<file path="config.mk">
export PLATFORM = sky130hd
export DESIGN_NAME = pfg2d_lane
export DESIGN_NICKNAME = d
export VERILOG_FILES = /design/src/rtl/core/pfg2d_pkg.sv /design/src/rtl/core/pfg2d_lane.sv
export SDC_FILE = /design/constraint.sdc
export NUM_CORES = 2
export LEC_CHECK = 0
export ABC_AREA = 1
export BUFFER_PORTS_ARGS = -buffer_cell sky130_fd_sc_hd__clkbuf_2
export CELL_PAD_IN_SITES_DETAIL_PLACEMENT = 1
export CELL_PAD_IN_SITES_GLOBAL_PLACEMENT = 1
export CORE_ASPECT_RATIO = 1.75
export CORE_MARGIN = 2
export CORE_UTILIZATION = 35
export CTS_CLUSTER_SIZE = 8
export DETAILED_ROUTE_END_ITERATION = 10
export PLACE_DENSITY = 0.61
export SLEW_MARGIN = 0
export SYNTH_ARGS = -nofsm -noshare
export SYNTH_HDL_FRONTEND = slang
export SYNTH_SLANG_ARGS = --single-unit
</file>
<file path="constraint.sdc">
create_clock -name clk -period 8.5 [get_ports clk]
set_input_delay 0.425 -clock clk [delete_from_list [all_inputs] [get_ports clk]]
set_output_delay 0.425 -clock clk [all_outputs]
set_load 0.03 [all_outputs]
</file>
<file path="src/rtl/core/pfg2d_pkg.sv">
`default_nettype none
package pfg2d_pkg;

  // grid limits and memory geometry
  localparam int MAX_COLS   = 64;
  localparam int MAX_ROWS   = 64;
  localparam int DEPTH      = MAX_COLS * MAX_ROWS;
  localparam int ADDR_W     = $clog2(DEPTH);
  localparam int DIM_W      = 7;
  localparam int IDX_W      = $clog2((MAX_COLS > MAX_ROWS) ? MAX_COLS : MAX_ROWS);
  localparam int DATA_W     = 32;
  localparam int NUM_FIELDS = 6;

  // fixed point
  localparam int FRAC  = 18;
  localparam int HALF  = 131072;
  localparam int WGT_W = 20;

  // command codes
  localparam logic CMD_WRITE  = 1'b0;
  localparam logic CMD_GATHER = 1'b1;

  // field select codes
  localparam logic [2:0] FLD_EX = 3'd0;
  localparam logic [2:0] FLD_EY = 3'd1;
  localparam logic [2:0] FLD_EZ = 3'd2;
  localparam logic [2:0] FLD_BX = 3'd3;
  localparam logic [2:0] FLD_BY = 3'd4;
  localparam logic [2:0] FLD_BZ = 3'd5;
  localparam logic [2:0] LANE_FIELD [NUM_FIELDS] =
    '{FLD_EX, FLD_EY, FLD_EZ, FLD_BX, FLD_BY, FLD_BZ};

  // configuration register indexes
  localparam int CFG_IDX_W = 3;
  localparam logic [CFG_IDX_W-1:0] REG_GRID_COLS = 3'd0;
  localparam logic [CFG_IDX_W-1:0] REG_GRID_ROWS = 3'd1;
  localparam logic [CFG_IDX_W-1:0] REG_ORIGIN_X  = 3'd2;
  localparam logic [CFG_IDX_W-1:0] REG_ORIGIN_Y  = 3'd3;
  localparam logic [CFG_IDX_W-1:0] REG_INV_X     = 3'd4;
  localparam logic [CFG_IDX_W-1:0] REG_INV_Y     = 3'd5;

  typedef logic signed [WGT_W-1:0] wgt_t;
  typedef wgt_t [2:0] wgt3_t;

  // per-axis stencil setup
  typedef struct packed {
    logic             ok;
    logic [IDX_W-1:0] lo_c;
    logic [IDX_W-1:0] lo_h;
    wgt3_t            w_c;
    wgt3_t            w_h;
  } axis_res_t;

  // stencil position of one memory read
  typedef struct packed {
    logic       v;
    logic [1:0] i;
    logic [1:0] j;
  } step_tag_t;

  typedef struct packed {
    logic                     done;
    logic signed [DATA_W-1:0] value;
  } lane_res_t;

endpackage
`default_nettype wire

</file>
<file path="src/rtl/core/pfg2d_lane.sv">
`default_nettype none
module pfg2d_lane
  import pfg2d_pkg::*;
(
  input  wire logic                     clk,
  input  wire logic                     rst,
  input  wire step_tag_t                tag,
  input  wire logic signed [DATA_W-1:0] rdata,
  input  wire wgt3_t                    wx,
  input  wire wgt3_t                    wy,
  output lane_res_t                     res
);

  localparam int PROD_W = WGT_W + DATA_W;
  localparam int ROW_W  = PROD_W + 2;
  localparam int ROWQ_W = 34;
  localparam int YP_W   = WGT_W + ROWQ_W;
  localparam int ACC_W  = YP_W + 2;

  step_tag_t tag2, tag3, tag4;
  wgt_t      w_x, w_y;

  logic signed [PROD_W-1:0] prod;
  logic signed [ROW_W-1:0]  row, row_base, row_new, row_rnd;
  logic signed [ROWQ_W-1:0] rowq;
  logic signed [YP_W-1:0]   yprod;
  logic signed [ACC_W-1:0]  acc, acc_base, acc_new, acc_rnd;
  logic                     ovf;
  logic signed [DATA_W-1:0] sat_val;

  // weight pick for the current stencil column and row
  always_comb begin
    case (tag.i)
      2'd0:    w_x = wx[0];
      2'd1:    w_x = wx[1];
      2'd2:    w_x = wx[2];
      default: w_x = '0;
    endcase
    case (tag3.j)
      2'd0:    w_y = wy[0];
      2'd1:    w_y = wy[1];
      2'd2:    w_y = wy[2];
      default: w_y = '0;
    endcase
  end

  // row sum, rounding and final saturation
  always_comb begin
    row_base = (tag2.i == 2'd0) ? '0 : row;
    row_new  = row_base + ROW_W'(prod);
    row_rnd  = (row_new + ROW_W'(HALF)) >>> FRAC;
    acc_base = (tag4.j == 2'd0) ? '0 : acc;
    acc_new  = acc_base + ACC_W'(yprod);
    acc_rnd  = (acc_new + ACC_W'(HALF)) >>> FRAC;
    ovf      = !((&acc_rnd[ACC_W-1:DATA_W-1]) || !(|acc_rnd[ACC_W-1:DATA_W-1]));
    if (ovf) begin
      sat_val = acc_rnd[ACC_W-1] ? 32'sh8000_0000 : 32'sh7fff_ffff;
    end else begin
      sat_val = acc_rnd[DATA_W-1:0];
    end
  end

  // beat tags
  always_ff @(posedge clk) begin
    if (rst) begin
      tag2     <= '0;
      tag3     <= '0;
      tag4     <= '0;
      res.done <= 1'b0;
    end else begin
      tag2     <= tag;
      tag3     <= '{v: tag2.v && (tag2.i == 2'd2), i: tag2.i, j: tag2.j};
      tag4     <= tag3;
      res.done <= tag4.v && (tag4.j == 2'd2);
    end
  end

  // multiply-accumulate datapath
  always_ff @(posedge clk) begin
    if (tag.v) begin
      prod <= PROD_W'(w_x * rdata);
    end
    if (tag2.v) begin
      row  <= row_new;
      rowq <= ROWQ_W'(row_rnd);
    end
    if (tag3.v) begin
      yprod <= YP_W'(w_y * rowq);
    end
    if (tag4.v) begin
      acc <= acc_new;
      if (tag4.j == 2'd2) begin
        res.value <= sat_val;
      end
    end
  end

endmodule
`default_nettype wire
</file>
==> flow_summary.yaml <==
status:
  outcome: "completed"
worst_setup_path:
  r2r_cells: 32
  cp.depth: 32
  worst-path-buf-inv: 11
  crit_top_cell: "fa_1"
  path_delay_family: "adder cells"
  slowest_delay_ns: 0.55
  required_ns: 8.86
  r2r_setup_slack_ns: 0.33
  crit_type: "reg -> reg"
  start_kind: "flip-flop"
  crit_slowest_cell: "fa_1"
  crit_arrival_ns: 8.53
  critPathMaxFanout: 29
  end_kind: "flip-flop"
hold_path:
  min_path_type: "in -> reg"
  holdPathStages: 1
sta:
  slew_headroom: 0.220
  finalHoldViolCount: 0
  fmax_mhz: 122
  period_share: 0.962
  worst_slew_pin_slew_ns: 1.16
  fin_crit_ns: 8.17
  setup_viol: 0
  skew_ns: 0.0480
  maxSlewViolCount: 0
synthesis:
  synth_top_family_by_area: "adder cells"
  synth-simple-area-share: 0.194
  synth_compound_area_frac: 0.0395
  synth-seq-cells: 292
  synth_top_area_cell: "fa_1"
  synth-seq-area-share: 0.124
  asyncSetResetFlopFracSynth: 0
  synth-xor-area-share: 0.0295
  synth_ff_type: "edfxtp_1"
  synthAdderAreaFrac: 0.443
  synthMuxAreaShare: 0
  syn_area_per_cell_sq_um: 7.61
  synth_area_leaders: "fa_1, inv_1, nand2_1"
  synth_cell_types: 52
  syn_inst: 9171
  synth_edf_count: 280
  yosys_warnings: 0
  synth_top_area_frac: 0.376
  syn_nets: 11000
  synthesis.area_sq_um: 69800
place:
  numPortBuffers: 191
  placed_area_sq_um: 74800
  gp_congestion: 0.925
  dpl.hpwl_microns: 223000
floorplanning:
  core_area_sq_um: 198000
  io_pins: 192
  die_area_sq_um: 203000
  row_count: 216
  die_h_microns: 595
  start_util: 0.353
  die_x_microns: 341
clocking:
  cts.clk_slew.worst_paths_ns: 0.06
  clk_path_buf_depth: 3
  cts_buffers: 44
  cts_tree: "built"
  insertion_delay_ns: 0.64
  cts.sinks: 292
  htreeDepth: 2
  cts_root_buf: "clkbuf_16"
layout:
  area_delta_synth_final_pct: 9.37
  layout_common_cells: "inv_1, nand2_1, fa_1"
  nNetsFinal: 11200
  stdcell_area_sq_um: 76300
  layout_commonest_cell: "inv_1"
  drive_gt1_frac: 0.0732
routing:
  drc: 0
  drt_first_pass_iters: 5
  vias_per_cell: 4.75
  via_count: 57000
  ant_nets: 0
  wl_met1_microns: 77200
  dr_wl_met2_microns: 148000
  highest_layer: "met5"
  drt_iter0_markers: 1699
  dr_wl_met3_microns: 6570
  wl_per_cell_microns: 20.9
  drt_wl_total_microns: 250000
global_route:
  grt_usage: 0.251
  grt_max_degree: 65
  antenna_found_initial: 29
  grt_overflow: 0
  first_global_vias: 67600
  grt_pass1_wl_microns: 384000
flow_run:
  cap_violations: 0
-- worst reg2reg max path, delay by kind of cell (launching register included) --
| family | cells | cell delay [ns] |
|---|---|---|
| buffers and inverters | 11 | 1.51 |
| adders and majority gates | 8 | 3.78 |
| and+or+nand+nor | 7 | 1.34 |
| xor gates and xnor gates | 1 | 0.14 |
| AOI/OAI and AO/OA | 5 | 0.72 |
| DFF | 1 | 0.42 |
-- path summary, 6_finish.rpt --
| check | to | start |
|---|---|---|
| max | yprod[52] | tag3[0] |
| min | prod[49] | tag[4] |
| max reg2reg | yprod[52] | tag3[0] |
| min reg2reg | tag3[4] | tag2[3] |
-- registers in the layout, summed over array words and instances, names as in the netlist --
name   count
acc       56
prod      52
res       33
row       52
rowq      34
tag2       5
tag3       3
tag4       3
yprod     54
-- what timing repair did --
action / in CTS / in global routing
pin swaps: 0 / 4
hold endpoints to repair: 2 / 0
setup buffers: 0 / 6
hold buffers: 2 / 0
gates resized for setup: 11 / 12
endpoints found under the setup margin: 9 / 12
-- Yosys cell counts, types with 12 or more instances --
| cell type | count |
|---|---|
| fa_1 | 1310 |
| inv_1 | 2827 |
| or2_2 | 68 |
| nand3_1 | 178 |
| nand2_2 | 36 |
| nand4_1 | 51 |
| nor4_1 | 13 |
| nand3_2 | 13 |
| o21bai_1 | 14 |
| xnor2_1 | 78 |
| a21oi_1 | 233 |
| edfxtp_1 | 280 |
| nor3_1 | 28 |
| a31oi_1 | 63 |
| nor2_2 | 23 |
| nand2_1 | 2416 |
| o31ai_1 | 16 |
| dfxtp_1 | 12 |
| xor2_1 | 157 |
| a21boi_0 | 12 |
| inv_2 | 24 |
| clkbuf_1 | 280 |
| o21ai_0 | 87 |
| nor2_1 | 478 |
| o21a_1 | 15 |
| nor2_4 | 13 |
| ha_1 | 374 |
-- area by class of cell --
cell class              count  area [sq um]
clock buffers              64          1200
clock inverters             7          72.6
repair buffers            412          2820
multi-input cells        5739         49500
fillers                 24500        122000
diodes                     14          35.0
inverters                2854         10700
flip-flops and latches    292          8650
well taps                2616          3270
-- metal layers --
metal  global-route usage  up-vias
met4                0.154       28
met5                    0        -
met3               0.0274      615
li1                     -    26500
met2                0.531      992
met1                0.213    28800
-- cells by family after synthesis --
family / after synthesis
simple gates: 3338
compound gates: 482
buf+inv: 3140
flops: 292
xor+xnor: 235
fa+ha+maj: 1684
-- through the flow --
step / std cells / setup TNS [ns] / util / hold WS [ns] / worst slack, ns
global placement: 11900 / -2.54 / 0.378 / 0.445 / -0.587
finish: 12000 / 0 / 0.386 / 0.223 / 0.326
detailed placement: 11900 / -3.52 / 0.378 / 0.463 / -0.674
global route: 12000 / -0.0406 / 0.386 / 0.214 / -0.0406
floorplan: 9171 / 0 / - / 0.388 / 0.904
CTS: 12000 / 0 / 0.385 / 0.177 / 0.0145
Power is left out: the tool's default activity adds up to more than one toggle a clock period on the data nets, which glitch-free logic cannot reach.
