### src/rtl/core/pfg2d_pkg.sv
`default_nettype none
package pfg2d_pkg;

  // grid limits and memory geometry
  localparam int MAX_COLS   = 64;
  localparam int MAX_ROWS   = 64;
  localparam int DEPTH      = MAX_COLS * MAX_ROWS;
  localparam int ADDR_W     = $clog2(DEPTH);
  localparam int DIM_W      = 7;
  localparam int IDX_W      = $clog2((MAX_COLS > MAX_ROWS) ? MAX_COLS : MAX_ROWS);
  localparam int DATA_W     = 32;
  localparam int NUM_FIELDS = 6;

  // fixed point
  localparam int FRAC  = 18;
  localparam int HALF  = 131072;
  localparam int WGT_W = 20;

  // command codes
  localparam logic CMD_WRITE  = 1'b0;
  localparam logic CMD_GATHER = 1'b1;

  // field select codes
  localparam logic [2:0] FLD_EX = 3'd0;
  localparam logic [2:0] FLD_EY = 3'd1;
  localparam logic [2:0] FLD_EZ = 3'd2;
  localparam logic [2:0] FLD_BX = 3'd3;
  localparam logic [2:0] FLD_BY = 3'd4;
  localparam logic [2:0] FLD_BZ = 3'd5;
  localparam logic [2:0] LANE_FIELD [NUM_FIELDS] =
    '{FLD_EX, FLD_EY, FLD_EZ, FLD_BX, FLD_BY, FLD_BZ};

  // configuration register indexes
  localparam int CFG_IDX_W = 3;
  localparam logic [CFG_IDX_W-1:0] REG_GRID_COLS = 3'd0;
  localparam logic [CFG_IDX_W-1:0] REG_GRID_ROWS = 3'd1;
  localparam logic [CFG_IDX_W-1:0] REG_ORIGIN_X  = 3'd2;
  localparam logic [CFG_IDX_W-1:0] REG_ORIGIN_Y  = 3'd3;
  localparam logic [CFG_IDX_W-1:0] REG_INV_X     = 3'd4;
  localparam logic [CFG_IDX_W-1:0] REG_INV_Y     = 3'd5;

  typedef logic signed [WGT_W-1:0] wgt_t;
  typedef wgt_t [2:0] wgt3_t;

  // per-axis stencil setup
  typedef struct packed {
    logic             ok;
    logic [IDX_W-1:0] lo_c;
    logic [IDX_W-1:0] lo_h;
    wgt3_t            w_c;
    wgt3_t            w_h;
  } axis_res_t;

  // stencil position of one memory read
  typedef struct packed {
    logic       v;
    logic [1:0] i;
    logic [1:0] j;
  } step_tag_t;

  typedef struct packed {
    logic                     done;
    logic signed [DATA_W-1:0] value;
  } lane_res_t;

endpackage
`default_nettype wire

### src/rtl/core/pfg2d_axis.sv
`default_nettype none
module pfg2d_axis
  import pfg2d_pkg::*;
(
  input  wire logic               clk,
  input  wire logic               rst,
  input  wire logic               start,
  input  wire logic signed [31:0] pos,
  input  wire logic        [31:0] org,
  input  wire logic        [31:0] inv,
  input  wire logic [DIM_W-1:0]   n,
  output axis_res_t               res,
  output logic                    done
);

  localparam int IW = 19;

  logic [6:0] v;

  logic signed [32:0] d;
  logic               neg2, neg3;
  logic        [32:0] m;
  logic        [48:0] ph, pl;
  logic        [56:0] p;
  logic signed [36:0] s_next, s;
  logic signed [36:0] t;
  logic signed [IW-1:0] i1, i2;
  logic               ok5, ok6;
  logic [IDX_W-1:0]   lo1_5, lo2_5, lo1_6, lo2_6;
  logic signed [IW-1:0] dc5, dh5, dc6, dh6;
  logic signed [37:0] sqc, sqh;

  function automatic logic in_rng(logic signed [IW-1:0] i, logic [DIM_W-1:0] nn);
    logic signed [IW:0] ie, ne;
    ie = (IW+1)'(i);
    ne = $signed({{(IW+1-DIM_W){1'b0}}, nn});
    return (ie >= 20'sd1) && (ie + 20'sd2 <= ne);
  endfunction

  function automatic wgt3_t weights(logic signed [IW-1:0] dl, logic signed [37:0] sq);
    logic signed [20:0] d2, a0, a2;
    wgt3_t w;
    d2 = 21'((sq + 38'sd131072) >>> FRAC);
    a0 = 21'sd65536 + d2 + 21'(dl);
    a2 = 21'sd65536 + d2 - 21'(dl);
    w[0] = WGT_W'(a0 >>> 1);
    w[1] = WGT_W'(21'sd196608 - d2);
    w[2] = WGT_W'(a2 >>> 1);
    return w;
  endfunction

  // stage valids
  always_ff @(posedge clk) begin
    if (rst) begin
      v <= '0;
    end else begin
      v <= {v[5:0], start};
    end
  end

  // scaled coordinate from the two partial products, saturated
  always_comb begin
    p = (|ph[48:40]) ? (57'(1) << 56) : ((57'(ph) << 16) + 57'(pl));
    s_next = neg3 ? -(37'((p + 57'(22'h3fffff)) >> 22)) : 37'(p >> 22);
    t  = s + 37'(HALF);
    i1 = t[36:FRAC];
    i2 = s[36:FRAC];
  end

  // offset, magnitude, multiply, scale, index, square, weights
  always_ff @(posedge clk) begin
    if (start) begin
      d <= $signed({pos[31], pos}) - $signed({org[31], org});
    end
    if (v[0]) begin
      neg2 <= d[32];
      m    <= d[32] ? 33'(-d) : 33'(d);
    end
    if (v[1]) begin
      neg3 <= neg2;
      ph   <= 49'(m * inv[31:16]);
      pl   <= 49'(m * inv[15:0]);
    end
    if (v[2]) begin
      s <= s_next;
    end
    if (v[3]) begin
      ok5   <= in_rng(i1, n) && in_rng(i2, n);
      lo1_5 <= IDX_W'(i1 - 19'sd1);
      lo2_5 <= IDX_W'(i2 - 19'sd1);
      dc5   <= 19'sd131072 - $signed({1'b0, t[FRAC-1:0]});
      dh5   <= 19'sd131072 - $signed({1'b0, s[FRAC-1:0]});
    end
    if (v[4]) begin
      ok6   <= ok5;
      lo1_6 <= lo1_5;
      lo2_6 <= lo2_5;
      dc6   <= dc5;
      dh6   <= dh5;
      sqc   <= dc5 * dc5;
      sqh   <= dh5 * dh5;
    end
    if (v[5]) begin
      res.ok   <= ok6;
      res.lo_c <= lo1_6;
      res.lo_h <= lo2_6;
      res.w_c  <= weights(dc6, sqc);
      res.w_h  <= weights(dh6, sqh);
    end
  end

  assign done = v[6];

endmodule
`default_nettype wire

### config.mk
export PLATFORM = sky130hd
export DESIGN_NAME = pfg2d_axis
export DESIGN_NICKNAME = d
export VERILOG_FILES = /design/src/rtl/core/pfg2d_pkg.sv /design/src/rtl/core/pfg2d_axis.sv
export SDC_FILE = /design/constraint.sdc
export NUM_CORES = 2
export LEC_CHECK = 0
export BUFFER_PORTS_ARGS = -buffer_cell sky130_fd_sc_hd__buf_2
export CAP_MARGIN = 40
export CORE_ASPECT_RATIO = 0.7
export CORE_UTILIZATION = 35
export CTS_CLUSTER_SIZE = 40
export DETAILED_ROUTE_END_ITERATION = 10
export PLACE_DENSITY = 0.6
export SLEW_MARGIN = 20
export SYNTH_ARGS = -nofsm -noshare
export SYNTH_HDL_FRONTEND = slang
export SYNTH_SLANG_ARGS = --single-unit
### constraint.sdc
create_clock -name clk -period 23.8 [get_ports clk]
set_clock_uncertainty 0.2 [all_clocks]
set_input_delay 0 -clock clk [delete_from_list [all_inputs] [get_ports clk]]
set_output_delay 0 -clock clk [all_outputs]
set_load 0.02 [all_outputs]
==> impl_metrics.ini <==
[job]
cap_violations = 0

[worst_setup_path]
startpoint = dc5[2]
worst_path_most_repeated_cell = fa_1
r2r-end = sqh[37]
worstSetupPathType = register to register
cp.arrival_ns = 9.42
critPathRequiredTime_ns = 24.01
cp-start-kind = register
r2r_setup_slack_ns = 14.60
reg2regPathDepth = 26
cp_slowest_cell = edfxtp_1
reg2reg_from = dc5[2]
cp-end-kind = register
crit_path_max_incr_delay_ns = 0.92
cp_max_fo = 23

[finish]
nFillCells = 21500
finalNetCount = 10200
area_delta_synth_final_pct = 9.38
drive_gt1_share_pct = 5.57
layout.cells.non_filler = 11100

[synth]
synth_enable_flop_cells = 446
yosysWarnings = 0
mappedNetlistNets = 10100
synth_ff_type = edfxtp_1
netlist_instances = 7956
synth_area_per_cell_um2 = 9.66
synth_seq_area_share_pct = 17.6
async_reset_ff_share_pct = 0
synth_cell_types = 90
ys_seq_elements = 453
syn_area_um2 = 76800

[grt]
grt_pass1_vias = 58000
gr-total-overflow = 0
grt_max_degree = 71
grt_pass1_wl_um = 321000
antenna_found_initial = 4
grt_usage_pct = 18.2

[clocking]
path_clk_slew_ns = 0.07
clk_latency_ns = 0.71
cts_tree = yes
cts_setup_buffers = 0
cts_root_buf = clkbuf_16
cts.htree.levels = 2
cts_buffer_depth = 3
cts-buffers-inserted = 50
numClockSinks = 453

[worst_hold_path]
worstHoldStart = org[13]
hp-class = input pin to register
min_to = d[18]
min_delay_path_depth = 7

[sta]
rsz0062_at_grt = false
min_period_ns = 9.20
max_freq_mhz = 109
setup_viol = 0
slew_headroom_pct = 36.9
finalWorstSetupSlack_ns = 14.60
drv_slew = 0
tightest_slew_ns = 0.922
fin_setup_tns_ns = 0
hold_viol = 0
hold_slack_ns = 0.0816
finalCritPeriodShare_pct = 38.7

[floorplanning]
start_util_pct = 35.3
die_x_um = 562
fp-row-count = 143
die_h_um = 394
die-area_um2 = 221000
io_pins = 240
core-area_um2 = 218000

[drt]
vias = 54300
wl_per_cell_um = 17.8
wl_um = 197000
post-route-drc-count = 0
drt_iter0_markers = 3970
ant_nets = 0
via_per_inst = 4.90
drtPass1Iterations = 7

[placed_design]
preCtsSetupSlack_ns = 14.45
gp_congestion = 0.903
dp_cells = 10900
dpl.hpwl_um = 157000
port_buffers = 239

[run_status]
run_status = finished clean
registers in the layout, indices dropped and copies added, names as in the netlist:
name and count:
res 133, ph 49, pl 49, s 37, d 33, m 33
sqc 21, sqh 21, dc5 19, dc6 19, v 7, lo1_5 6
lo1_6 6, lo2_5 6, lo2_6 6, dh5 2, dh6 2, neg2 1
neg3 1, ok5 1, ok6 1
cells in the final DEF (no fill, tap or decap), types with 10 or more instances in the layout:
cell | synthesis | routed
buf_4 | 1 | 69
a21o_1 | 85 | 85
buf_2 | 3 | 241
inv_1 | 1721 | 1721
a211oi_1 | 17 | 17
nor4_1 | 30 | 30
a31oi_1 | 19 | 19
edfxtp_1 | 446 | 446
and4_1 | 10 | 10
nand4_1 | 50 | 50
nand2_1 | 942 | 942
dlygate4sd3_1 | 0 | 103
or3_1 | 24 | 24
nor2_1 | 257 | 257
nor3_1 | 66 | 66
nand3_1 | 108 | 108
fa_1 | 1413 | 1413
ha_1 | 576 | 576
a21boi_0 | 10 | 10
o41ai_1 | 10 | 10
and2_1 | 536 | 536
o21ai_0 | 126 | 126
o31ai_1 | 23 | 23
and3_1 | 39 | 39
a2111oi_0 | 12 | 12
o211ai_1 | 21 | 21
o21a_1 | 37 | 37
xor2_1 | 137 | 137
xnor2_1 | 345 | 345
nor2b_1 | 84 | 84
or2_2 | 14 | 14
o21bai_1 | 40 | 40
a21oi_1 | 227 | 227
nand2b_1 | 56 | 56
clkbuf_16 | 0 | 50
o2111ai_1 | 10 | 10
through the flow:
step	instance area [µm²]	util [%]
finish	84000	38.6
global route	84000	38.6
CTS	83900	38.6
detailed placement	81100	37.3
global placement	81000	37.2
floorplan	76800	-
cell type report:
| type | instances | area, µm² | share of cell area, % |
|---|---|---|---|
| multi-input combinational | 5478 | 55700 | 66.3 |
| antenna | 4 | 10.0 | 0.0119 |
| sequential | 453 | 13500 | 16.1 |
| clock inverter | 33 | 399 | 0.475 |
| clock buffer | 61 | 1360 | 1.62 |
| tap | 2900 | 3630 | 4.32 |
| timing repair buffer | 424 | 2940 | 3.50 |
| inverter | 1722 | 6460 | 7.69 |
repair_timing:
| action | CTS | global route |
|---|---|---|
| endpoints found under the hold margin | 75 | 0 |
| setup endpoints to repair | 0 | 0 |
| hold buffers | 103 | 0 |
| resized for setup | 0 | 0 |
Yosys cell counts (8+ instances only):
cell       count  area, µm²
a2111oi_0     12        105
a211o_1        9       78.8
a211oi_1      17        128
a21boi_0      10       75.1
a21o_1        85        638
a21oi_1      227       1140
a31oi_1       19        119
and2_1       536       3350
and3_1        39        244
and4_1        10       87.6
clkbuf_1     296       1110
edfxtp_1     446      13400
fa_1        1413      28300
ha_1         576       7210
inv_1       1721       6460
mux2i_1        8       80.1
nand2_1      942       3540
nand2b_1      56        350
nand3_1      108        541
nand3b_1       8       60.1
nand4_1       50        313
nor2_1       257        965
nor2b_1       84        526
nor3_1        66        330
nor3b_1        9       67.6
nor4_1        30        188
o2111ai_1     10       87.6
o211ai_1      21        158
o21a_1        37        278
o21ai_0      126        631
o21bai_1      40        300
o31ai_1       23        173
o41ai_1       10       87.6
or2_2         14       87.6
or3_1         24        150
or4_1          9       67.6
xnor2_1      345       3020
xor2_1       137       1200
worst max-delay path: cells and delay by family, from the launching register on:
kind                       cells  cell delay [ns]
buffers and inverters          4             0.20
adders and majority gates      8             3.60
AOI/OAI and AO/OA             10             3.09
xor gates and xnor gates       1             0.13
and+or+nand+nor                3             0.75
DFF                            1             0.92
cell families (layout without fill, tap and decap cells):
family	Yosys count	in the layout	share of synthesized area [%]
AOI/OAI and AO/OA	725	725	6.13
xor gates and xnor gates	482	482	5.49
adders and majority gates	1989	1989	46.2
buffers and inverters	2025	2240	9.90
DFF	453	453	17.6
muxes	12	12	0.163
other	0	4	0
and+or+nand+nor	2270	2270	14.5
worst max-delay path by stage:
stage               endpoint  slack [ns]  cells past startpoint
floorplan            sqc[33]       15.89                     27
global placement     sqc[33]       14.56                     26
detailed placement   sqc[33]       14.45                     27
CTS                  sqh[37]       14.39                     31
global route         sqc[37]       14.13                     26
finish               sqh[37]       14.60                     26
routing by layer:
layer | vias to the layer above | GRT usage, % | share of wire [%]
li1 | 24800 | - | -
met1 | 27600 | 27.2 | 48
met2 | 1679 | 27.7 | 43
met3 | 201 | 3.35 | 7.4
met4 | 0 | 2.87 | 1.5
met5 | - | 0 | 0
Power is not shown: default switching activity piles up to over one toggle a cycle in this logic, so the estimate is an artifact.
